[src/rtl/fvg_pkg.sv]
// ----------------------------------------------------------------------------
// FAT volume geometry package
// Field widths, request and result layouts, FAT type codes and thresholds.
// ----------------------------------------------------------------------------
package fvg_pkg;

    localparam int BPS_W      = 16;
    localparam int SPC_W      = 8;
    localparam int SEC_W      = 32;
    localparam int DIR_SHIFT  = 5;
    localparam int ROOT_NUM_W = BPS_W + DIR_SHIFT + 1;

    localparam logic [1:0] KIND_FAT12 = 2'd0;
    localparam logic [1:0] KIND_FAT16 = 2'd1;
    localparam logic [1:0] KIND_FAT32 = 2'd2;

    localparam logic [SEC_W-1:0] FAT12_LIMIT = 32'd4085;
    localparam logic [SEC_W-1:0] FAT16_LIMIT = 32'd65525;

    typedef struct packed {
        logic [31:0] partition_start;
        logic [31:0] fat_size_large;
        logic [31:0] total_sectors_large;
        logic [15:0] fat_size_small;
        logic [15:0] total_sectors_small;
        logic [15:0] root_entry_count;
        logic [7:0]  fat_copies;
        logic [15:0] reserved_sectors;
        logic [7:0]  sectors_per_cluster;
        logic [15:0] bytes_per_sector;
    } t_in;

    typedef struct packed {
        logic [3:0]       pad;
        logic [SEC_W-1:0] data_first_sector;
        logic [SEC_W-1:0] root_dir_first_sector;
        logic [SEC_W-1:0] cluster_count;
        logic [SEC_W-1:0] data_sector_count;
        logic [SEC_W-1:0] total_sector_count;
        logic [SEC_W-1:0] fat_size_used;
        logic [SEC_W-1:0] root_dir_sector_count;
        logic             invalid;
        logic             supported;
        logic [1:0]       fat_kind;
    } t_out;

    typedef struct packed {
        logic [SEC_W-1:0] base;
        logic [SEC_W-1:0] fsz;
        logic [SEC_W-1:0] total;
        logic [SEC_W-1:0] prod;
        logic [BPS_W-1:0] rsv;
        logic [SPC_W-1:0] spc;
        logic             bps_zero;
    } t_front;

    typedef struct packed {
        logic [SEC_W-1:0] root;
        logic [SEC_W-1:0] fsz;
        logic [SEC_W-1:0] total;
        logic [SEC_W-1:0] data;
        logic [SEC_W-1:0] root_first;
        logic [SEC_W-1:0] data_first;
        logic             bad;
    } t_mid;

    localparam int FRONT_W = $bits(t_front);
    localparam int MID_W   = $bits(t_mid);

endpackage

[src/rtl/fvg_div_cell.sv]
// ----------------------------------------------------------------------------
// Divider cell
// One restoring division step: shift in a dividend bit, trial subtract,
// emit one quotient bit; the request and its side data are registered with it.
// ----------------------------------------------------------------------------
module fvg_div_cell #(
    parameter int NW = fvg_pkg::SEC_W,
    parameter int DW = fvg_pkg::SPC_W,
    parameter int SW = fvg_pkg::MID_W
) (
    input  logic          i_clk,
    input  logic          i_rst_n,
    input  logic          i_valid,
    output logic          o_ready,
    output logic          o_valid,
    input  logic          i_ready,
    input  logic [DW-1:0] i_rem,
    input  logic [NW-1:0] i_num,
    input  logic [DW-1:0] i_div,
    input  logic [SW-1:0] i_side,
    output logic [DW-1:0] o_rem,
    output logic [NW-1:0] o_num,
    output logic [DW-1:0] o_div,
    output logic [SW-1:0] o_side
);

    logic          r_valid;
    logic [DW-1:0] r_rem;
    logic [NW-1:0] r_num;
    logic [DW-1:0] r_div;
    logic [SW-1:0] r_side;

    logic [DW:0]   w_trial;
    logic [DW:0]   w_diff;
    logic          w_fit;
    logic [DW-1:0] n_rem;
    logic [NW-1:0] n_num;

    assign w_trial = {i_rem, i_num[NW-1]};
    assign w_diff  = w_trial - {1'b0, i_div};
    assign w_fit   = (w_trial >= {1'b0, i_div});
    assign n_rem   = w_fit ? w_diff[DW-1:0] : w_trial[DW-1:0];
    assign n_num   = {i_num[NW-2:0], w_fit};

    assign o_ready = !r_valid || i_ready;

    always_ff @(posedge i_clk) begin
        if (!i_rst_n) begin
            r_valid <= 1'b0;
        end else if (o_ready) begin
            r_valid <= i_valid;
            r_rem   <= n_rem;
            r_num   <= n_num;
            r_div   <= i_div;
            r_side  <= i_side;
        end
    end

    assign o_valid = r_valid;
    assign o_rem   = r_rem;
    assign o_num   = r_num;
    assign o_div   = r_div;
    assign o_side  = r_side;

endmodule

[src/rtl/fvg_div_chain.sv]
// ----------------------------------------------------------------------------
// Divider chain
// A row of NW divider cells; one quotient bit per cell, one request per cycle while not stalled.
// ----------------------------------------------------------------------------
module fvg_div_chain #(
    parameter int NW = fvg_pkg::SEC_W,
    parameter int DW = fvg_pkg::SPC_W,
    parameter int SW = fvg_pkg::MID_W
) (
    input  logic          i_clk,
    input  logic          i_rst_n,
    input  logic          i_valid,
    output logic          o_ready,
    input  logic [NW-1:0] i_num,
    input  logic [DW-1:0] i_div,
    input  logic [SW-1:0] i_side,
    output logic          o_valid,
    input  logic          i_ready,
    output logic [NW-1:0] o_quot,
    output logic [SW-1:0] o_side
);

    logic [NW:0]          w_valid;
    logic [NW:0]          w_ready;
    logic [NW:0][DW-1:0]  w_rem;
    logic [NW:0][NW-1:0]  w_num;
    logic [NW:0][DW-1:0]  w_div;
    logic [NW:0][SW-1:0]  w_side;

    assign w_valid[0] = i_valid;
    assign o_ready    = w_ready[0];
    assign w_rem[0]   = '0;
    assign w_num[0]   = i_num;
    assign w_div[0]   = i_div;
    assign w_side[0]  = i_side;

    for (genvar g = 0; g < NW; g++) begin : g_cell
        fvg_div_cell #(
            .NW (NW),
            .DW (DW),
            .SW (SW)
        ) u_cell (
            .i_clk   (i_clk),
            .i_rst_n (i_rst_n),
            .i_valid (w_valid[g]),
            .o_ready (w_ready[g]),
            .o_valid (w_valid[g+1]),
            .i_ready (w_ready[g+1]),
            .i_rem   (w_rem[g]),
            .i_num   (w_num[g]),
            .i_div   (w_div[g]),
            .i_side  (w_side[g]),
            .o_rem   (w_rem[g+1]),
            .o_num   (w_num[g+1]),
            .o_div   (w_div[g+1]),
            .o_side  (w_side[g+1])
        );
    end

    assign w_ready[NW] = i_ready;
    assign o_valid     = w_valid[NW];
    assign o_quot      = w_num[NW];
    assign o_side      = w_side[NW];

endmodule

[config.mk]
export PLATFORM = sky130hd
export DESIGN_NAME = fvg_div_chain
export DESIGN_NICKNAME = d
export VERILOG_FILES = /design/src/rtl/fvg_pkg.sv /design/src/rtl/fvg_div_cell.sv /design/src/rtl/fvg_div_chain.sv
export SDC_FILE = /design/constraint.sdc
export NUM_CORES = 2
export LEC_CHECK = 0
export ABC_CLOCK_PERIOD_IN_PS = 32700
export BUFFER_PORTS_ARGS = -buffer_cell sky130_fd_sc_hd__buf_2
export CORE_UTILIZATION = 30
export DETAILED_ROUTE_END_ITERATION = 8
export GPL_TIMING_DRIVEN = 0
export SYNTH_ARGS = -nofsm -noshare
export SYNTH_HDL_FRONTEND = slang
export SYNTH_HIERARCHICAL = 1
export SYNTH_SLANG_ARGS = --single-unit
[constraint.sdc]
create_clock -name i_clk -period 32.7 [get_ports i_clk]
set_input_delay 3.27 -clock i_clk [delete_from_list [all_inputs] [get_ports i_clk]]
set_output_delay 3.27 -clock i_clk [all_outputs]
set_load 0.1 [all_outputs]
## Word-level counts from Yosys, hierarchy flattened

Index checks and enable logic that the tools add are counted.

| word-level totals | value |
|---|---|
| bits in registers | 7,728 |
| input bits | 237 |
| output and inout port bits | 227 |
| logic and storage cells | 349 |

| operators by class | value |
|---|---|
| add/subtract/negate cells | 31 |
| order comparisons | 32 |
| muxes and demuxes | 31 |
| reduce and logical (&&, ||, !) cells | 96 |

Operators by type and width:

| cell | number |
|---|---|
| $ge A9 B8 Y1 | 31 |
| $mux W8 | 30 |
| $sub A8 B8 Y8 | 30 |
| $reduce_and A2 Y1 | 32 |
| $logic_not A1 Y1 | 32 |
| $logic_or A1 B1 Y1 | 32 |
| $ge A1 B8 Y1 | 1 |
| $sub A1 B8 Y8 | 1 |
| $mux W1 | 1 |

## Longest topological paths before layout

| logic depth | value |
|---|---|
| word-level depth | 34 |
| depth in mapped cells | 33 |
| mapped depth without buffers | 33 |

## Hierarchy

The synthesis kept the hierarchy.

Modules (own cells, without submodules):

| module | instances | cells each | area each (µm²) | seq. area each (µm²) |
|---|---|---|---|---|
| fvg_div_cell (g_cell[18].u_cell ...) | 18 | 314 | 7,800.0 | 7,257.0 |
| fvg_div_cell (g_cell[0].u_cell ...) | 12 | 312 | 7,820.0 | 7,257.0 |
| fvg_div_cell (g_cell[17].u_cell) | 1 | 314 | 7,817.5 | 7,257.0 |
| fvg_div_cell (g_cell[27].u_cell) | 1 | 315 | 7,808.7 | 7,257.0 |
| fvg_div_chain | 1 | 1 | 3.8 | 0.0 |

## Least setup slack after synthesis

OpenSTA, ideal clock, no wires.

| path | value |
|---|---|
| path kind | input to register |
| start | input port i_ready |
| end | register g_cell[0].u_cell.r_div[0], enable pin |
| setup time | 0.630 ns |
| data arrival time | 13.190 ns |
| data required time | 32.070 ns |
| slack | 18.880 ns |
| stages | 33 |
| buffers on the path | 0 |
| cell sequence | nand2b_1 nand2b_1 nand2b_1 nand2b_1 nand2b_1 nand2b_1 nand2b_1 nand2b_1 nand2b_1 nand2b_1 nand2b_1 nand2b_1 nand2b_1 nand2b_1 nand2b_1 nand2b_1 nand2b_1 nand2b_1 nand2b_1 nand2b_1 nand2b_1 nand2b_1 nand2b_1 nand2b_1 nand2b_1 nand2b_1 nand2b_1 nand2b_1 nand2b_1 nand2b_1 nand2b_1 nand2b_1 and2_1 |

| between the ends | value |
|---|---|
| cells in the longest elaborated chain, start to end | 33 |

Ends and longest elaborated chain:

| item | RTL line | RTL |
|---|---|---|
| start: declaration | fvg_div_chain.sv:18 | `input logic i_ready,` |
| $logic_or A1 B1 Y1 (2 in a row) | fvg_div_cell.sv:45 | `assign o_ready = !r_valid \|\| i_ready;` |
| named net w_ready[30] | fvg_div_chain.sv:24 | `logic [NW:0] w_ready;` |
| $logic_or A1 B1 Y1 | fvg_div_cell.sv:45 |  |
| named net w_ready[29] | fvg_div_chain.sv:24 |  |
| $logic_or A1 B1 Y1 | fvg_div_cell.sv:45 |  |
| named net w_ready[28] | fvg_div_chain.sv:24 |  |
| $logic_or A1 B1 Y1 | fvg_div_cell.sv:45 |  |
| named net w_ready[27] | fvg_div_chain.sv:24 |  |
| [1 not listed] | n/a |  |
| named net w_ready[26] | fvg_div_chain.sv:24 |  |
| [1 not listed] | n/a |  |
| named net w_ready[25] | fvg_div_chain.sv:24 |  |
| [1 not listed] | n/a |  |
| named net w_ready[24] | fvg_div_chain.sv:24 |  |
| [1 not listed] | n/a |  |
| named net w_ready[23] | fvg_div_chain.sv:24 |  |
| [1 not listed] | n/a |  |
| named net w_ready[22] | fvg_div_chain.sv:24 |  |
| [1 not listed] | n/a |  |
| named net w_ready[21] | fvg_div_chain.sv:24 |  |
| [1 not listed] | n/a |  |
| named net w_ready[20] | fvg_div_chain.sv:24 |  |
| [1 not listed] | n/a |  |
| named net w_ready[19] | fvg_div_chain.sv:24 |  |
| [1 not listed] | n/a |  |
| named net w_ready[18] | fvg_div_chain.sv:24 |  |
| [1 not listed] | n/a |  |
| named net w_ready[17] | fvg_div_chain.sv:24 |  |
| [1 not listed] | n/a |  |
| named net w_ready[16] | fvg_div_chain.sv:24 |  |
| [1 not listed] | n/a |  |
| named net w_ready[15] | fvg_div_chain.sv:24 |  |
| [1 not listed] | n/a |  |
| named net w_ready[14] | fvg_div_chain.sv:24 |  |
| [1 not listed] | n/a |  |
| named net w_ready[13] | fvg_div_chain.sv:24 |  |
| [1 not listed] | n/a |  |
| named net w_ready[12] | fvg_div_chain.sv:24 |  |
| [1 not listed] | n/a |  |
| named net w_ready[11] | fvg_div_chain.sv:24 |  |
| [1 not listed] | n/a |  |
| named net w_ready[10] | fvg_div_chain.sv:24 |  |
| [1 not listed] | n/a |  |
| named net w_ready[9] | fvg_div_chain.sv:24 |  |
| [1 not listed] | n/a |  |
| named net w_ready[8] | fvg_div_chain.sv:24 |  |
| [1 not listed] | n/a |  |
| named net w_ready[7] | fvg_div_chain.sv:24 |  |
| [1 not listed] | n/a |  |
| named net w_ready[6] | fvg_div_chain.sv:24 |  |
| [1 not listed] | n/a |  |
| named net w_ready[5] | fvg_div_chain.sv:24 |  |
| [1 not listed] | n/a |  |
| named net w_ready[4] | fvg_div_chain.sv:24 |  |
| [1 not listed] | n/a |  |
| named net w_ready[3] | fvg_div_chain.sv:24 |  |
| $logic_or A1 B1 Y1 | fvg_div_cell.sv:45 |  |
| named net w_ready[2] | fvg_div_chain.sv:24 |  |
| $logic_or A1 B1 Y1 | fvg_div_cell.sv:45 |  |
| named net w_ready[1] | fvg_div_chain.sv:24 |  |
| $logic_or A1 B1 Y1 | fvg_div_cell.sv:45 |  |
| named net o_ready | fvg_div_chain.sv:13 | `output logic o_ready,` |
| $reduce_and A2 Y1 (no source line) | n/a |  |
| end signal: assignment | fvg_div_cell.sv:54 | `r_div <= i_div;` |
| end: declaration | fvg_div_cell.sv:30 | `logic [DW-1:0] r_div;` |

The timed path passes the listed nets, and every way through them passes these cells.
A chain may end at the register's enable or synchronous reset.

## Final worst setup path

| path | value |
|---|---|
| start | input port i_ready |
| end | output port o_ready |

| between the ends | value |
|---|---|
| cells in the longest elaborated chain, start to end | 32 |

Ends and longest elaborated chain:

| item | RTL line |
|---|---|
| $logic_or A1 B1 Y1 | fvg_div_cell.sv:45 |
| named net w_ready[31] | fvg_div_chain.sv:24 |
| $logic_or A1 B1 Y1 | fvg_div_cell.sv:45 |
| named net w_ready[30] | fvg_div_chain.sv:24 |
| $logic_or A1 B1 Y1 | fvg_div_cell.sv:45 |
| named net w_ready[29] | fvg_div_chain.sv:24 |
| $logic_or A1 B1 Y1 | fvg_div_cell.sv:45 |
| named net w_ready[28] | fvg_div_chain.sv:24 |
| [1 not listed] | n/a |
| named net w_ready[27] | fvg_div_chain.sv:24 |
| [1 not listed] | n/a |
| named net w_ready[26] | fvg_div_chain.sv:24 |
| [1 not listed] | n/a |
| named net w_ready[25] | fvg_div_chain.sv:24 |
| [1 not listed] | n/a |
| named net w_ready[24] | fvg_div_chain.sv:24 |
| [1 not listed] | n/a |
| named net w_ready[23] | fvg_div_chain.sv:24 |
| [1 not listed] | n/a |
| named net w_ready[22] | fvg_div_chain.sv:24 |
| [1 not listed] | n/a |
| named net w_ready[21] | fvg_div_chain.sv:24 |
| [1 not listed] | n/a |
| named net w_ready[20] | fvg_div_chain.sv:24 |
| [1 not listed] | n/a |
| named net w_ready[19] | fvg_div_chain.sv:24 |
| [1 not listed] | n/a |
| named net w_ready[18] | fvg_div_chain.sv:24 |
| [1 not listed] | n/a |
| named net w_ready[17] | fvg_div_chain.sv:24 |
| [1 not listed] | n/a |
| named net w_ready[16] | fvg_div_chain.sv:24 |
| [1 not listed] | n/a |
| named net w_ready[15] | fvg_div_chain.sv:24 |
| [1 not listed] | n/a |
| named net w_ready[14] | fvg_div_chain.sv:24 |
| [1 not listed] | n/a |
| named net w_ready[13] | fvg_div_chain.sv:24 |
| [1 not listed] | n/a |
| named net w_ready[12] | fvg_div_chain.sv:24 |
| [1 not listed] | n/a |
| named net w_ready[11] | fvg_div_chain.sv:24 |
| [1 not listed] | n/a |
| named net w_ready[10] | fvg_div_chain.sv:24 |
| [1 not listed] | n/a |
| named net w_ready[9] | fvg_div_chain.sv:24 |
| [1 not listed] | n/a |
| named net w_ready[8] | fvg_div_chain.sv:24 |
| [1 not listed] | n/a |
| named net w_ready[7] | fvg_div_chain.sv:24 |
| [1 not listed] | n/a |
| named net w_ready[6] | fvg_div_chain.sv:24 |
| [1 not listed] | n/a |
| named net w_ready[5] | fvg_div_chain.sv:24 |
| [1 not listed] | n/a |
| named net w_ready[4] | fvg_div_chain.sv:24 |
| $logic_or A1 B1 Y1 | fvg_div_cell.sv:45 |
| named net w_ready[3] | fvg_div_chain.sv:24 |
| $logic_or A1 B1 Y1 | fvg_div_cell.sv:45 |
| named net w_ready[2] | fvg_div_chain.sv:24 |
| $logic_or A1 B1 Y1 | fvg_div_cell.sv:45 |
| named net w_ready[1] | fvg_div_chain.sv:24 |
| $logic_or A1 B1 Y1 | fvg_div_cell.sv:45 |
| end: declaration | fvg_div_chain.sv:13 |

The timed path passes the listed nets, and every way through them passes these cells.

==> out/results.txt <==
worst vdd ir: 0.04531 mV
final setup vio count: 0
CTS tree: done
CTS Buf Count: 752
Iter 0 DRT Violations: 5572
Final WS setup: 19.95 ns
Core Rows: 334
wire length per cell: 17.83 um
Core ar.: 827400 um2
largest net degree at the start of global routing: 71
CTS root buffer: clkbuf_16
number of iterations in the first detailed-routing pass: 5
H-tree Lvls: 6
clk buf depth: 4
initial core utilization: 30.11%
fin cells: 22905
slowest CP cell: buf_2
CTS resizes: 0
Reg clk slew, reported paths: 0.06 ns
critical path class: in -> out
global-route wire length before repair: 602.7 mm
Ports: 464
worst slew pin tran: 1.006 ns
IO buf count: 463
vias per cell: 3.897
Total Routing Usage GR: 9.475%
Critical path origin: i_ready
layout cells sized above 1: 17.33%
Post-DRT Antenna Nets: 0
die area: 834000 um2
status: complete, no violations
Buf/Inv on CP: 2
most common cell after layout, fill and taps aside: edfxtp_1
period utilization: 39.00%
via count: 89254
Max-cap violations: 0
# nets final: 11876
Pwr Density: 76.56 nW/um2
hold crit path type: reg -> reg
DP Worst Slack: 20.13 ns
initial antenna violation count: 32
fillcell total: 74810
die width: 913.2 um
critical path endpoint category: primary output
fmax: 78.41 MHz
Post-CTS Setup Bufs: 0
hold_sp: g_cell[27].u_cell/o_side[116]$_DFFE_PP_
R2R Path Start: g_cell[31].u_cell/o_valid$_SDFFE_PN0N_
area grow syn2layout: 17.99%
CP arrival: 9.48 ns
hold slack: 0.3578 ns
CTS Sinks: 7728
Post-Syn Area: 249100 um2
Hold Violations, Final: 0
dpl hpwl: 257.4 mm
delay-heaviest family, CP: simple AND/OR/NAND/NOR gates
most frequent cells in the layout: 7696 x edfxtp_1, 758 x clkbuf_16, 501 x buf_2
total negative slack: 0 ns
Placed Cells: 21518
GR Overflow Total: 0
minimum clock period: 12.75 ns
WP data required: 29.43 ns
Post-Route WL: 408.4 mm
RSZ-0062 raised after global routing: false
slowest stage delay, CP: 0.30 ns
Mapped Cells: 9972
vias in the first global route: 92515
Most Frequent Cell on Critical Path: nand2b_1
Placer Congestion: 0.7288
Clock Latency Late Sink: 1.13 ns
Leak: 99.87 nW
clock skew: 0.09086 ns
average size of a mapped cell: 24.98 um2
Die Ht: 913.2 um
Max-slew headroom: 32.92%
Core Util, Final: 35.52%
yosys warns: 6
hold_buf cts: 0
DRC: 0
Startpoint Class: primary input
Slew Limit Fails: 0
crit-path max FO: 3
## stage by stage
stage / total power [mW] / instance area [um2]
floorplan: 13.74 / 249200
global placement: 14.42 / 265100
detailed placement: 14.31 / 269300
CTS: 22.84 / 293900
global route: 23.43 / 293900
finish: 22.50 / 293900
## per-layer routing
layer / part of all wire [%] / vias up / track usage, %
met5: 0.0032 / - / 0
met4: 3.0 / 2 / 3.093
met3: 3.6 / 725 / 1.535
met2: 50 / 1482 / 16.68
met1: 43 / 44408 / 11.93
li1: - / 42637 / -
## cell type report
type / instances / area (um2) / area share, %
antenna: 15 / 37.54 / 0.01277
buffer: 64 / 479.2 / 0.1630
clock buffer: 910 / 19600 / 6.668
clock inverter: 462 / 5029 / 1.711
inverter: 432 / 1622 / 0.5517
multi-input combinational: 1762 / 15400 / 5.238
sequential: 7728 / 231700 / 78.84
tap: 10920 / 13660 / 4.648
timing repair buffer: 612 / 6366 / 2.166
## flip-flops by register name, summed over array words and instances (netlist names)
signal,flops
g_cell.u_cell/o_side,6176
g_cell.u_cell/o_num,1024
g_cell.u_cell/o_div,248
g_cell.u_cell/o_rem,248
g_cell.u_cell/o_valid,32
## where the power goes
part,switching [mW],internal (mW)
clock,3.61,4.85
sequential,0.259,11.8
combinational,1.16,0.848
total,5.03,17.5
## final timing paths
check	endpoint	slack, ns	cells past startpoint
hold reg to reg	g_cell[28].u_cell/o_side[116]$_DFFE_PP_	0.36	0
setup / recovery	o_ready	19.95	34
hold / removal	g_cell[28].u_cell/o_side[116]$_DFFE_PP_	0.36	0
setup reg to reg	g_cell[0].u_cell/o_side[177]$_DFFE_PP_	24.51	37
(Power assumes the default switching activity.)
