File: src/rtl/fvg_pkg.sv
// ----------------------------------------------------------------------------
// FAT volume geometry package
// Field widths, request and result layouts, FAT type codes and thresholds.
// ----------------------------------------------------------------------------
package fvg_pkg;

    localparam int BPS_W      = 16;
    localparam int SPC_W      = 8;
    localparam int SEC_W      = 32;
    localparam int DIR_SHIFT  = 5;
    localparam int ROOT_NUM_W = BPS_W + DIR_SHIFT + 1;

    localparam logic [1:0] KIND_FAT12 = 2'd0;
    localparam logic [1:0] KIND_FAT16 = 2'd1;
    localparam logic [1:0] KIND_FAT32 = 2'd2;

    localparam logic [SEC_W-1:0] FAT12_LIMIT = 32'd4085;
    localparam logic [SEC_W-1:0] FAT16_LIMIT = 32'd65525;

    typedef struct packed {
        logic [31:0] partition_start;
        logic [31:0] fat_size_large;
        logic [31:0] total_sectors_large;
        logic [15:0] fat_size_small;
        logic [15:0] total_sectors_small;
        logic [15:0] root_entry_count;
        logic [7:0]  fat_copies;
        logic [15:0] reserved_sectors;
        logic [7:0]  sectors_per_cluster;
        logic [15:0] bytes_per_sector;
    } t_in;

    typedef struct packed {
        logic [3:0]       pad;
        logic [SEC_W-1:0] data_first_sector;
        logic [SEC_W-1:0] root_dir_first_sector;
        logic [SEC_W-1:0] cluster_count;
        logic [SEC_W-1:0] data_sector_count;
        logic [SEC_W-1:0] total_sector_count;
        logic [SEC_W-1:0] fat_size_used;
        logic [SEC_W-1:0] root_dir_sector_count;
        logic             invalid;
        logic             supported;
        logic [1:0]       fat_kind;
    } t_out;

    typedef struct packed {
        logic [SEC_W-1:0] base;
        logic [SEC_W-1:0] fsz;
        logic [SEC_W-1:0] total;
        logic [SEC_W-1:0] prod;
        logic [BPS_W-1:0] rsv;
        logic [SPC_W-1:0] spc;
        logic             bps_zero;
    } t_front;

    typedef struct packed {
        logic [SEC_W-1:0] root;
        logic [SEC_W-1:0] fsz;
        logic [SEC_W-1:0] total;
        logic [SEC_W-1:0] data;
        logic [SEC_W-1:0] root_first;
        logic [SEC_W-1:0] data_first;
        logic             bad;
    } t_mid;

    localparam int FRONT_W = $bits(t_front);
    localparam int MID_W   = $bits(t_mid);

endpackage

File: src/rtl/fvg_join.sv
// ----------------------------------------------------------------------------
// Layout join
// Two stages: sum the overhead, then check it against the total and form the
// data region size and the absolute first sectors.
// ----------------------------------------------------------------------------
module fvg_join (
    input  logic                          i_clk,
    input  logic                          i_rst_n,
    input  logic                          i_valid,
    output logic                          o_ready,
    input  fvg_pkg::t_front               i_front,
    input  logic [fvg_pkg::SEC_W-1:0]     i_root,
    output logic                          o_valid,
    input  logic                          i_ready,
    output fvg_pkg::t_mid                 o_mid,
    output logic [fvg_pkg::SPC_W-1:0]     o_div
);

    typedef struct packed {
        logic [fvg_pkg::SEC_W-1:0] fats_end;
        logic [fvg_pkg::SEC_W-1:0] overhead;
        logic [fvg_pkg::SEC_W-1:0] root;
        logic [fvg_pkg::SEC_W-1:0] fsz;
        logic [fvg_pkg::SEC_W-1:0] total;
        logic [fvg_pkg::SEC_W-1:0] base;
        logic [fvg_pkg::SPC_W-1:0] spc;
        logic                      bps_zero;
    } t_sum;

    logic                      r_av;
    t_sum                      r_a;
    logic                      r_bv;
    fvg_pkg::t_mid             r_b;
    logic [fvg_pkg::SPC_W-1:0] r_div;

    logic                      w_en_a;
    logic                      w_en_b;
    t_sum                      n_a;
    fvg_pkg::t_mid             n_b;
    logic [fvg_pkg::SEC_W-1:0] w_fats_end;

    assign w_en_b  = !r_bv || i_ready;
    assign w_en_a  = !r_av || w_en_b;
    assign o_ready = w_en_a;

    assign w_fats_end = {{(fvg_pkg::SEC_W-fvg_pkg::BPS_W){1'b0}}, i_front.rsv} + i_front.prod;

    always_comb begin
        n_a.fats_end = w_fats_end;
        n_a.overhead = w_fats_end + i_root;
        n_a.root     = i_root;
        n_a.fsz      = i_front.fsz;
        n_a.total    = i_front.total;
        n_a.base     = i_front.base;
        n_a.spc      = i_front.spc;
        n_a.bps_zero = i_front.bps_zero;
    end

    always_comb begin
        n_b.bad        = r_a.bps_zero || (r_a.spc == '0) || (r_a.overhead > r_a.total);
        n_b.root       = r_a.root;
        n_b.fsz        = r_a.fsz;
        n_b.total      = r_a.total;
        n_b.data       = n_b.bad ? '0 : (r_a.total - r_a.overhead);
        n_b.root_first = r_a.base + r_a.fats_end;
        n_b.data_first = r_a.base + r_a.overhead;
    end

    always_ff @(posedge i_clk) begin
        if (!i_rst_n) begin
            r_av <= 1'b0;
            r_bv <= 1'b0;
        end else begin
            if (w_en_a) begin
                r_av <= i_valid;
                r_a  <= n_a;
            end
            if (w_en_b) begin
                r_bv  <= r_av;
                r_b   <= n_b;
                r_div <= (r_a.spc == '0) ? fvg_pkg::SPC_W'(1) : r_a.spc;
            end
        end
    end

    assign o_valid = r_bv;
    assign o_mid   = r_b;
    assign o_div   = r_div;

endmodule

File: config.mk
export PLATFORM = sky130hd
export DESIGN_NAME = fvg_join
export DESIGN_NICKNAME = d
export VERILOG_FILES = /design/src/rtl/fvg_pkg.sv /design/src/rtl/fvg_join.sv
export SDC_FILE = /design/constraint.sdc
export NUM_CORES = 1
export LEC_CHECK = 0
export BUFFER_PORTS_ARGS = -buffer_cell sky130_fd_sc_hd__buf_2
export CAP_MARGIN = 20
export CORE_MARGIN = 3
export CORE_UTILIZATION = 40
export CTS_BUF_LIST = sky130_fd_sc_hd__clkbuf_4 sky130_fd_sc_hd__clkbuf_8
export CTS_CLUSTER_SIZE = 30
export DETAILED_ROUTE_END_ITERATION = 16
export PLACE_DENSITY = 0.62
export SYNTH_ARGS = -nofsm -noshare
export SYNTH_HDL_FRONTEND = slang
export SYNTH_SLANG_ARGS = --single-unit
File: constraint.sdc
create_clock -name i_clk -period 13.8 [get_ports i_clk]
set_input_delay 0.69 -clock i_clk [delete_from_list [all_inputs] [get_ports i_clk]]
set_output_delay 0.69 -clock i_clk [all_outputs]
set_load 0.05 [all_outputs]
# Word-level counts from Yosys, hierarchy flattened
# Cells that the tools add are included.
# word_totals
reg_bits,404
inputBits,189
# op_classes
add_sub_neg,5
n_reduce_logical,9
n_lt_le_gt_ge,1
# op_table
cell,n
32-bit adder,3
16-bit by 32-bit adder with 32-bit output,1
32-bit > comparator,1
32-bit subtractor,1
8-bit zero test,1
1-bit logical OR,4
2-bit AND reduction,2
1-bit zero test,2

# Depth between registers and ports, before layout
# Gate-level depths: netlist (run 1).
# logic_depth
ltp_word,4
mapped_depth,23

# Worst setup path after synthesis (run 1)
# Ideal clock, no wire load.
# synth_path
path_type,in2reg
from,input i_ready
to,"register r_div, in the netlist o_div[0], enable pin"
path_slack_ps,3374
stages,2
arrival_ps,9637
n_path_buf,0
path_cell_list,nor2b_1 nor2b_1
# synth_via
elab_chain_cells,2
# synth_lines
item,line,text
start: declaration,fvg_join.sv:14,"input logic i_ready,"
1-bit logical OR,fvg_join.sv:42,assign w_en_b = !r_bv || i_ready;
2-bit AND reduction (no line),n/a,
end signal: assignment,fvg_join.sv:81,r_div <= (r_a.spc == '0) ? fvg_pkg::SPC_W'(1) : r_a.spc;
end: declaration,fvg_join.sv:34,logic [fvg_pkg::SPC_W-1:0] r_div;
# No other way between the ends.
# A chain may end at the register's enable or synchronous reset.

==> out/qor.log, run 1 <==
[timing] normalized max-slew margin 36.1%
[global_routing] wire length of the first global-routing pass 73000 um
[logic_synthesis] area share of the largest cell type after synthesis 62.5%
[timing] accumulated negative setup slack 0 ns
[setup_path] worst-path cell with the longest stage delay a21oi_1
[setup_path] type of the worst setup path in -> reg
[setup_path] data arrival time at the worst-slack endpoint 5.50 ns
[global_routing] vias in the first global route 13.1k
[drt] Pre-Repair DR Iteration Count 5
[clock_network] hold-fix buffers at CTS 0
[timing] worst clock skew 0.0332 ns
[setup_path] setup slack on the worst flop-to-flop path 9.94 ns
[global_routing] met3 layer usage reported by global route 4.42%
[logic_synthesis] flop and latch count out of synthesis 404
[timing] Period minus WS final 5.11 ns
[die] Initial Utilization 41.0%
[clock_network] maximum clock path buffer count 3
[timing] Pins Over Slew Limit 0
[final_layout] leading cell type in the layout, fill and taps excluded edfxtp_1
[global_routing] gr usage total 18.9%
[global_routing] most heavily used metal layer in global routing met2
[logic_synthesis] sequential share of the synthesized area 62.7%
[clock_network] clock tree from TritonCTS yes
[die] die area 51000 um2
[logic_synthesis] leading register cell type out of synthesis edfxtp_1
[timing] final worst-path cycle share 37.0%
[min_path] Cells on Worst Hold Path 1
[setup_path] biggest cell delay along the critical path 0.52 ns
[setup_path] critical path cell sequence buf_2 -> ha_1 -> fa_1 -> a21o_1 -> a21oi_1 -> o21bai_1 -> o31a_1 -> o21ai_1 -> a21o_1 -> o21ai_1 -> a21oi_1 -> nand2b_1 -> xnor2_1 -> ha_1 -> a21o_1 -> a21o_1 -> a21o_1 -> a21oi_1 -> o22ai_1 -> a21oi_1 -> a21oi_1 -> o21a_1 -> nor2_1 -> xnor2_1
[pwr] maximum resistive drop on vdd 82.5 uV
[drt] routed wire length 49000 um
[timing] unrepaired setup endpoints after global routing false
[placement] final estimated routing congestion in global placement 0.878
[placement] HPWL after detailed placement 37000 um
[setup_path] worst endpoint required time 14.19 ns
[final_layout] net count reported at finish 2239
[timing] Final Setup Violations 0
[drt] number of DRC violations after detailed-routing iteration 0 739
[clock_network] clock buffer count from CTS 72
[min_path] Min-Delay Path Class in -> reg
[job] max-capacitance violation count 0
[timing] number of hold-slack violations in the final timing report 0
[min_path] WHS Endpoint r_a[9]
[logic_synthesis] library cells used by synthesis 69
[placement] DP Worst Slack 8.00 ns
[clock_network] root buffer cell clkbuf_8
[final_layout] most frequent cells in the layout 402 x edfxtp_1, 391 x buf_2, 142 x ha_1
[setup_path] Critical Path Sink Type flip-flop
[drt] Antenna Nets Post-Route 0
[setup_path] critical register-to-register path endpoint o_mid[94]
[drt] total DRC errors in the routed layout 0
[outcome] result of the run completed
[setup_path] Worst R2R Start r_a[138]
[die] width of the die 226 um
[logic_synthesis] Post-Synthesis Cells 1451
[setup_path] critical path launch point type input port
[logic_synthesis] number of synthesized flops with an enable pin 402
[global_routing] met2 global-route usage 30.0%
[setup_path] maximum fanout along the worst path 8
[clock_network] count of clock tree sinks 404
[die] height of the chip 226 um
[timing] fin worst setup slack 8.69 ns
[clock_network] postcts setup bufs 0
[logic_synthesis] Post-Synthesis Cell Area 19300 um2
[clock_network] clock network latency to the later pin of the worst-skew pair 0.65 ns
[pwr] pwr dens 165 nW/um2
[clock_network] post-CTS clock slew at the launch and capture registers of the worst setup and hold paths 0.07 ns
[placement] port buffer count 391
[global_routing] total congestion overflow after global routing 0
[global_routing] number of antenna violations at the first check in global routing 6
[logic_synthesis] proportion of synthesized flip-flops having asynchronous set or reset 0%
[final_layout] Area Growth Syn to Fin 21.4%
[logic_synthesis] per-instance average area after synthesis 13.3 um2
[final_layout] fraction of layout cells with a size suffix above 1 26.6%
[setup_path] number of cells traversed by the worst register-to-register path 12
[logic_synthesis] Post-Synthesis Net Count 1787
[pwr] Leakage Power 9.73 nW
[logic_synthesis] Yosys warning total 0
[die] Core Area 47100 um2
[logic_synthesis] largest cells by area after synthesis edfxtp_1 62%, ha_1 9.2%, xnor2_1 4.2%, a21oi_1 3.1%, nor2_1 2.2%
[timing] transition time of the tightest slew-check pin 0.959 ns
[final_layout] Final Non-Filler Cells 2561
[placement] number of instances in the placed design 2436
[die] number of placement rows 79
[drt] number of vias in the routed layout 13.1k
[die] # IOs 392
[timing] Final Hold Slack 0.215 ns
[logic_synthesis] largest area contributor in the synthesized netlist edfxtp_1
[min_path] hold path startpoint i_front[121]
[clock_network] H-tree depth 3
[drt] average detailed-routed wire length per instance 19.1 um
[timing] Max Clk Rate 196 MHz
[clock_network] CTS-repair resized insts 0
[global_routing] pin count of the biggest net entering global routing 163
[drt] detail-routed via count per cell 5.10
[global_routing] met1 Usage GRT 25.0%
worst max-delay path: cells and delay by family:
family,cells,cell delay [ns]
AOI/OAI and AO/OA,16,3.16
adders and majority gates,3,0.96
and+or+nand+nor,2,0.31
xor gates and xnor gates,2,0.27
buffers and inverters,1,0.10
power by group:
part	switching (mW)	internal (mW)	total, mW
Combinational	0.775	0.380	1.15
Sequential	0.0631	1.54	1.60
Clock	0.492	0.628	1.12
Total	1.33	2.55	3.88
worst max path at each step:
stage | startpoint | end | slack, ns
2_1_floorplan | i_ready | o_div[0] | 3.37
3_3_place_gp | i_front[9] | r_a[165] | 8.15
3_5_place_dp | i_front[9] | r_a[165] | 8.00
6_report | i_front[9] | r_a[165] | 8.69
4_1_cts | i_front[9] | r_a[165] | 8.73
5_1_grt | i_front[9] | r_a[165] | 8.31
routing by layer:
layer	vias to the layer above	wire length (um)
met5	-	13
met4	2	1740
met3	97	2760
met2	378	22700
met1	6179	21700
li1	6395	-
state kept, by name, indices dropped and copies added (netlist names):
register	flops
o_valid	1
o_mid	193
r_av	1
n_b	96
r_a	105
o_div	8
cells by family after synthesis:
group	count (synthesis)	synth area share, %
AND/OR/NAND/NOR	324	8.09
buffers and inverters	91	1.78
adder cells (fa/ha/maj)	147	9.71
flip-flops	404	62.7
XOR/XNOR	136	6.16
AO/OA/AOI/OAI	349	11.6
cells in the mapped netlist, types with 3 or more instances:
master       n
a31oi_1     11
a311oi_1     3
xor2_1      44
edfxtp_1   402
a211o_1      3
nand2_1     63
clkbuf_1    16
a21boi_0     5
nor2b_1     19
inv_1       72
nor4_1       4
o22ai_1      4
o21ai_1     21
o21bai_1    18
o21a_1      23
ha_1       142
fa_1         5
o31ai_1      5
and2_1       6
o21ai_0     41
o211a_1      3
xnor2_1     92
nor3_1      21
o31a_1       4
a21oi_1    119
or2_2        3
nand4_1     15
a211oi_1    10
nand3_1     28
or3_1        5
a21o_1      50
and3_1       6
o2111ai_1    3
nor2_1     112
nand2b_1    29
final cells by class:
type	instances	area [um2]
antenna	4	10.0
clock buffer	88	1120
clock inverter	33	289
fill	4126	23700
inverter	72	270
multi-input combinational	956	6890
sequential	404	12100
tap	607	759
timing repair buffer	397	2010
stage by stage:
step / power, mW / instance area [um2] / util (%)
after floorplan: 2.49 / 19300 / -
after global placement: 2.76 / 22000 / 46.8
after detailed placement: 2.78 / 22000 / 46.8
after CTS: 3.93 / 23500 / 49.7
after global routing: 4.10 / 23500 / 49.8
final: 3.88 / 23500 / 49.8
Power figures use the tool's default switching activity.
==> inputs of run 2 (changes only) <==
Clock period 13.8 ns to 5.15 ns, I/O delays scaled along.
==> out/qor.log, run 2 (synthesis gave the netlist of run 1 again) <==
[outcome] result of the run completed
[final_layout] fraction of layout cells with a size suffix above 1 24.9% [-1.7 points]
[timing] normalized max-slew margin 31.2% [-4.8 points]
[clock_network] clock tree from TritonCTS yes
[die] Initial Utilization 41.0% [unchanged]
[final_layout] leading cell type in the layout, fill and taps excluded edfxtp_1
[drt] detail-routed via count per cell 5.02 [-1.6%]
[drt] routed wire length 50300 um [+2.8%]
[clock_network] root buffer cell clkbuf_8
[placement] number of instances in the placed design 2438 [+0.082%]
[final_layout] max FFs per register 193 [unchanged]
[clock_network] count of clock tree sinks 404 [unchanged]
[global_routing] wire length of the first global-routing pass 76300 um [+4.5%]
[setup_path] Critical Path Sink Type flip-flop
[die] Core Area 47100 um2 [unchanged]
[global_routing] total congestion overflow after global routing 0 [unchanged]
[timing] accumulated negative setup slack 0 ns [unchanged]
[setup_path] critical path launch point type input port
[timing] Period minus WS final 4.88 ns
[timing] final worst-path cycle share 94.8%
[final_layout] Area Growth Syn to Fin 29.7%
[drt] Antenna Nets Post-Route 0 [unchanged]
[placement] standard cell area after detailed placement 22100 um2 [+0.18%]
[drt] total DRC errors in the routed layout 0 [unchanged]
[final_layout] post-route design area 25100 um2 [+6.8%]
[global_routing] gr usage total 19.6% [+0.70 points]
[clock_network] maximum clock path buffer count 3 [unchanged]
[die] die area 51000 um2 [unchanged]
[global_routing] vias in the first global route 13.9k [+6.4%]
[die] # IOs 392 [unchanged]
[final_layout] net count reported at finish 2399 [+7.1%]
[setup_path] setup slack on the worst flop-to-flop path 1.31 ns [-8.63 ns]
[placement] port buffer count 391 [unchanged]
[pwr] pwr dens 415 nW/um2 [+150%]
[setup_path] maximum fanout along the worst path 5 [-3]
[pwr] Leakage Power 10.4 nW [+7.1%]
[timing] Final Setup Violations 0 [unchanged]
[timing] unrepaired setup endpoints after global routing false
[clock_network] clock buffer count from CTS 71 [-1.4%]
[die] number of placement rows 79 [unchanged]
[pwr] Design Power 10.4 mW [+170%]
[timing] transition time of the tightest slew-check pin 1.03 ns [+0.0726 ns]
[final_layout] most frequent cells in the layout 402 x edfxtp_1, 391 x buf_2, 159 x dlygate4sd3_1
[drt] number of DRC violations after detailed-routing iteration 0 909 [+23%]
[placement] final estimated routing congestion in global placement 0.895 [+2.0%]
[setup_path] data arrival time at the worst-slack endpoint 5.25 ns [-0.25 ns]
[clock_network] H-tree depth 3 [unchanged]
[clock_network] post-CTS clock slew at the launch and capture registers of the worst setup and hold paths 0.06 ns [about the same]
[pwr] maximum resistive drop on vdd 224 uV [+170%]
[global_routing] number of antenna violations at the first check in global routing 2 [-4]
[timing] Max Clk Rate 205 MHz
[final_layout] Final Non-Filler Cells 2723 [+6.3%]
[drt] number of vias in the routed layout 13.7k [+4.7%]
[clock_network] postcts setup bufs 0 [unchanged]
[timing] number of hold-slack violations in the final timing report 0 [unchanged]
[setup_path] worst endpoint required time 5.52 ns [-8.67 ns]
[die] height of the chip 226 um [unchanged]
[min_path] Min-Delay Path Class in -> reg
[timing] worst clock skew 0.0285 ns [-0.00471 ns]
[placement] HPWL after detailed placement 37300 um [+0.63%]
[die] width of the die 226 um [unchanged]
[setup_path] type of the worst setup path in -> reg
[timing] Pins Over Slew Limit 0 [unchanged]
[clock_network] clock network latency to the later pin of the worst-skew pair 0.64 ns [about the same]
[job] max-capacitance violation count 0 [unchanged]
[global_routing] pin count of the biggest net entering global routing 139 [-15%]
[drt] average detailed-routed wire length per instance 18.5 um [-3.4%]
[drt] Pre-Repair DR Iteration Count 5 [unchanged]
## run 2: cell types whose count changed in the layout (fill, tap and decap cells not counted), moves of 2 or more
cell and delta:
diode_2 -2, clkinvlp_4 -3, bufinv_16 -2, dlygate4sd3_1 +159, a21oi_2 +2, clkbuf_4 +3
a21oi_1 -2, clkinv_2 +4, buf_12 +2
## run 2: repair_timing
item | in CTS | in global routing
setup endpoints to repair | 0 | 4
hold buffers | 159 | 0
endpoints found under the hold margin | 159 | 0
resized for setup | 0 | 4
## run 2: path summary, 6_finish.rpt
kind | start | to | cells past startpoint
setup reg to reg | r_a[137] | o_mid[86] | 13
hold / removal | i_front[9] | r_a[137] | 3
hold reg to reg | n_b[129] | o_mid[129] | 0
setup / recovery | i_front[25] | r_a[165] | 25
## run 2: final cells by class
class,instances,area (um2)
Antenna cell,2,5.00
Fill cell,3975,22100
Timing Repair Buffer,558,3650
Sequential cell,404,12100
Tap cell,607,759
Multi-Input combinational cell,956,6910
Clock inverter,34,239
Clock buffer,90,1130
Inverter,72,270
## run 2: routing by layer
layer	part of all wire, %	track usage (%)
met4	3.4	7.77
met1	44	25.6
met2	47	32.0
met5	0	0
met3	5.0	4.17
## run 2: metrics by stage
stage               hold WS (ns)  setup slack [ns]  util (%)
global placement           0.400             0.308      46.8
floorplan                  0.356             0.672         -
detailed placement         0.405             0.161      46.8
global route              0.0678            0.0280      53.2
CTS                       0.0240             0.322      53.1
finish                     0.100             0.270      53.2
## run 2: worst max-delay path, cell delays in order
cell and delay (ns):
dlygate4sd3_1 0.54, buf_2 0.12, ha_1 0.20, fa_1 0.40, a21o_1 0.17, a21oi_1 0.22, o21bai_1 0.15, o31a_1 0.27
o21ai_1 0.18, a21o_1 0.20, o21ai_1 0.09, a21oi_1 0.20, nand2b_1 0.14, xnor2_1 0.20, ha_1 0.36, a21o_1 0.19
a21o_1 0.17, a21o_1 0.17, a21oi_1 0.18, o22ai_1 0.12, a21oi_2 0.22, a21oi_1 0.11, o21a_1 0.18, nor2_1 0.11
xnor2_1 0.08
## run 2: power by group
| group | internal, mW | switching [mW] |
|---|---|---|
| registers | 4.13 | 0.174 |
| logic | 1.11 | 2.09 |
| clock network | 1.59 | 1.30 |
| total | 6.83 | 3.56 |
==> inputs of run 3 (changes only) <==
Settings changed: CORE_UTILIZATION 40 to 25, PLACE_DENSITY 0.62 to 0.44.
==> out/qor.log, run 3 (synthesis gave the netlist of run 1 again) <==
[global_routing] wire length of the first global-routing pass 86000 um [+13%]
[clock_network] count of clock tree sinks 404 [unchanged]
[die] Initial Utilization 25.4% [-16 points]
[clock_network] post-CTS clock slew at the launch and capture registers of the worst setup and hold paths 0.06 ns [about the same]
[timing] Period minus WS final 4.87 ns [-0.0122 ns]
[job] max-capacitance violation count 0 [unchanged]
[final_layout] net count reported at finish 2408 [+0.38%]
[placement] number of instances in the placed design 2861 [+17%]
[setup_path] number of buffers and inverters on the critical path 3 [+1]
[drt] number of DRC violations after detailed-routing iteration 0 556 [-39%]
[outcome] result of the run completed
[die] die area 80700 um2 [+58%]
[pwr] Design Power 10.9 mW [+5.2%]
[final_layout] leading cell type in the layout, fill and taps excluded edfxtp_1
[final_layout] Area Growth Syn to Fin 33.9%
[pwr] internal power 7.21 mW [+5.6%]
[clock_network] clock buffer count from CTS 77 [+8.5%]
[setup_path] Critical Path Sink Type flip-flop
[pwr] Leakage Power 10.5 nW [+1.2%]
[global_routing] vias in the first global route 14.6k [+5.0%]
[final_layout] Core Util, Final 34.0% [-19 points]
[timing] number of hold-slack violations in the final timing report 0 [unchanged]
[die] height of the chip 284 um [+26%]
[drt] average detailed-routed wire length per instance 18.0 um [-2.4%]
[global_routing] met1 Usage GRT 17.2% [-8.3 points]
[timing] accumulated negative setup slack 0 ns [unchanged]
[die] # IOs 392 [unchanged]
[die] width of the die 284 um [+26%]
[timing] transition time of the tightest slew-check pin 0.942 ns [-0.0901 ns]
[drt] number of vias in the routed layout 13.7k [+0.42%]
[global_routing] pin count of the biggest net entering global routing 101 [-27%]
[clock_network] clock tree from TritonCTS yes
[setup_path] category of cells accounting for the largest share of critical-path delay compound AO/OA/AOI/OAI gates
[min_path] Min-Delay Path Class in -> reg
[clock_network] clock network latency to the later pin of the worst-skew pair 0.65 ns [about the same]
[placement] final estimated routing congestion in global placement 0.831 [-7.1%]
[pwr] share of total power consumed by net switching 34.0% [-0.28 points]
[final_layout] fraction of layout cells with a size suffix above 1 25.4% [+0.49 points]
[placement] port buffer count 391 [unchanged]
[pwr] Net Sw Power 3.72 mW [+4.3%]
[drt] routed wire length 57100 um [+14%]
[die] number of placement rows 101 [+28%]
[clock_network] root buffer cell clkbuf_8
[global_routing] met3 layer usage reported by global route 2.89% [-1.3 points]
[final_layout] max FFs per register 193 [unchanged]
[global_routing] total congestion overflow after global routing 0 [unchanged]
[placement] HPWL after detailed placement 43800 um [+18%]
[drt] detail-routed via count per cell 4.33 [-14%]
[global_routing] most heavily used metal layer in global routing met2
[setup_path] biggest cell delay along the critical path 0.53 ns [about the same]
[global_routing] number of antenna violations at the first check in global routing 7 [+5]
[timing] Pins Over Slew Limit 0 [unchanged]
[timing] Max Clk Rate 205 MHz [+0.25%]
[setup_path] type of the worst setup path in -> reg
[global_routing] gr usage total 14.0% [-5.6 points]
[final_layout] Final Non-Filler Cells 3169 [+16%]
[pwr] maximum resistive drop on vdd 170 uV [-24%]
[setup_path] maximum fanout along the worst path 8 [+3]
[pwr] pwr dens 422 nW/um2 [+1.9%]
[setup_path] worst endpoint required time 5.51 ns [about the same]
[final_layout] most frequent cells in the layout 402 x edfxtp_1, 391 x buf_2, 159 x dlygate4sd3_1
[timing] normalized max-slew margin 36.4% [+5.2 points]
[global_routing] met2 global-route usage 23.4% [-8.5 points]
[setup_path] critical path launch point type input port
[clock_network] maximum clock path buffer count 3 [unchanged]
[timing] final worst-path cycle share 94.5% [-0.24 points]
[setup_path] most frequent cell on the critical path a21o_1
[pwr] share of total power in the clock network 30.8% [+3.0 points]
[drt] Antenna Nets Post-Route 0 [unchanged]
[pwr] sequential group share of total power 39.4% [-2.0 points]
[setup_path] data arrival time at the worst-slack endpoint 5.23 ns [-0.02 ns]
[drt] total DRC errors in the routed layout 0 [unchanged]
[timing] Final Setup Violations 0 [unchanged]
[setup_path] worst-path cell with the longest stage delay dlygate4sd3_1
[die] Core Area 76200 um2 [+62%]
[timing] worst clock skew 0.0423 ns [+0.0138 ns]
[pwr] portion of total power attributed to combinational logic 29.7% [-1.0 points]
[clock_network] H-tree depth 3 [unchanged]
[drt] Pre-Repair DR Iteration Count 6 [+1]
## run 3: cell count changes in the layout (fill, tap and decap cells not counted), sizes merged
cell / previous run / this run
buf: 399 / 402
bufinv: 3 / 8
clkbuf: 90 / 100
clkinv: 27 / 26
clkinvlp: 2 / 4
diode: 2 / 7
inv: 74 / 73
## run 3: layer usage
layer	share of wire, %	up-vias	wire length, um
met4	4.0	0	2260
met1	43	6491	24600
li1	-	6741	-
met2	48	371	27500
met5	0	-	0
met3	4.9	113	2790
## run 3: power by group through the flow
stage / registers (mW) / logic (mW) / clock network, mW
after floorplan: 5.04 / 1.60 / 0
after global placement: 4.39 / 3.13 / 0
after detailed placement: 4.39 / 3.16 / 0
after CTS: 4.33 / 3.27 / 3.53
after global routing: 4.35 / 3.55 / 3.68
final: 4.31 / 3.25 / 3.37
## run 3: final cells by class
type | instances | area (um2)
clock inverter | 39 | 389
multi-input combinational | 956 | 6890
tap | 1030 | 1290
antenna | 7 | 17.5
inverter | 72 | 270
sequential | 404 | 12100
fill | 7591 | 50300
timing repair buffer | 561 | 3670
clock buffer | 100 | 1240
## run 3: final timing paths
path,start,cells after the start,endpoint,slack [ns]
setup / recovery,i_front[25],26,r_a[165],0.28
hold / removal,i_front[9],3,r_a[137],0.12
setup reg to reg,r_a[137],13,o_mid[86],1.17
hold reg to reg,n_b[144],0,o_mid[144],0.41
## run 3: what timing repair did
action,CTS,global route
endpoints found under the setup margin,0,6
hold endpoints to repair,157,0
setup buffers,0,3
hold buffers,159,0
gates resized for setup,0,2
## run 3: worst min-delay path: stages
cell,delay [ns]
buf_2,0.08
ha_1,0.16
ha_1,0.14
## run 3: through the flow
step	instance area, um2	setup WS (ns)	hold slack (ns)
3_3_place_gp	22600	0.0901	0.401
6_report	25900	0.282	0.118
2_1_floorplan	19300	0.672	0.356
5_1_grt	25900	-0.00157	0.0995
3_5_place_dp	22600	0.0204	0.405
4_1_cts	25800	0.169	0.0466
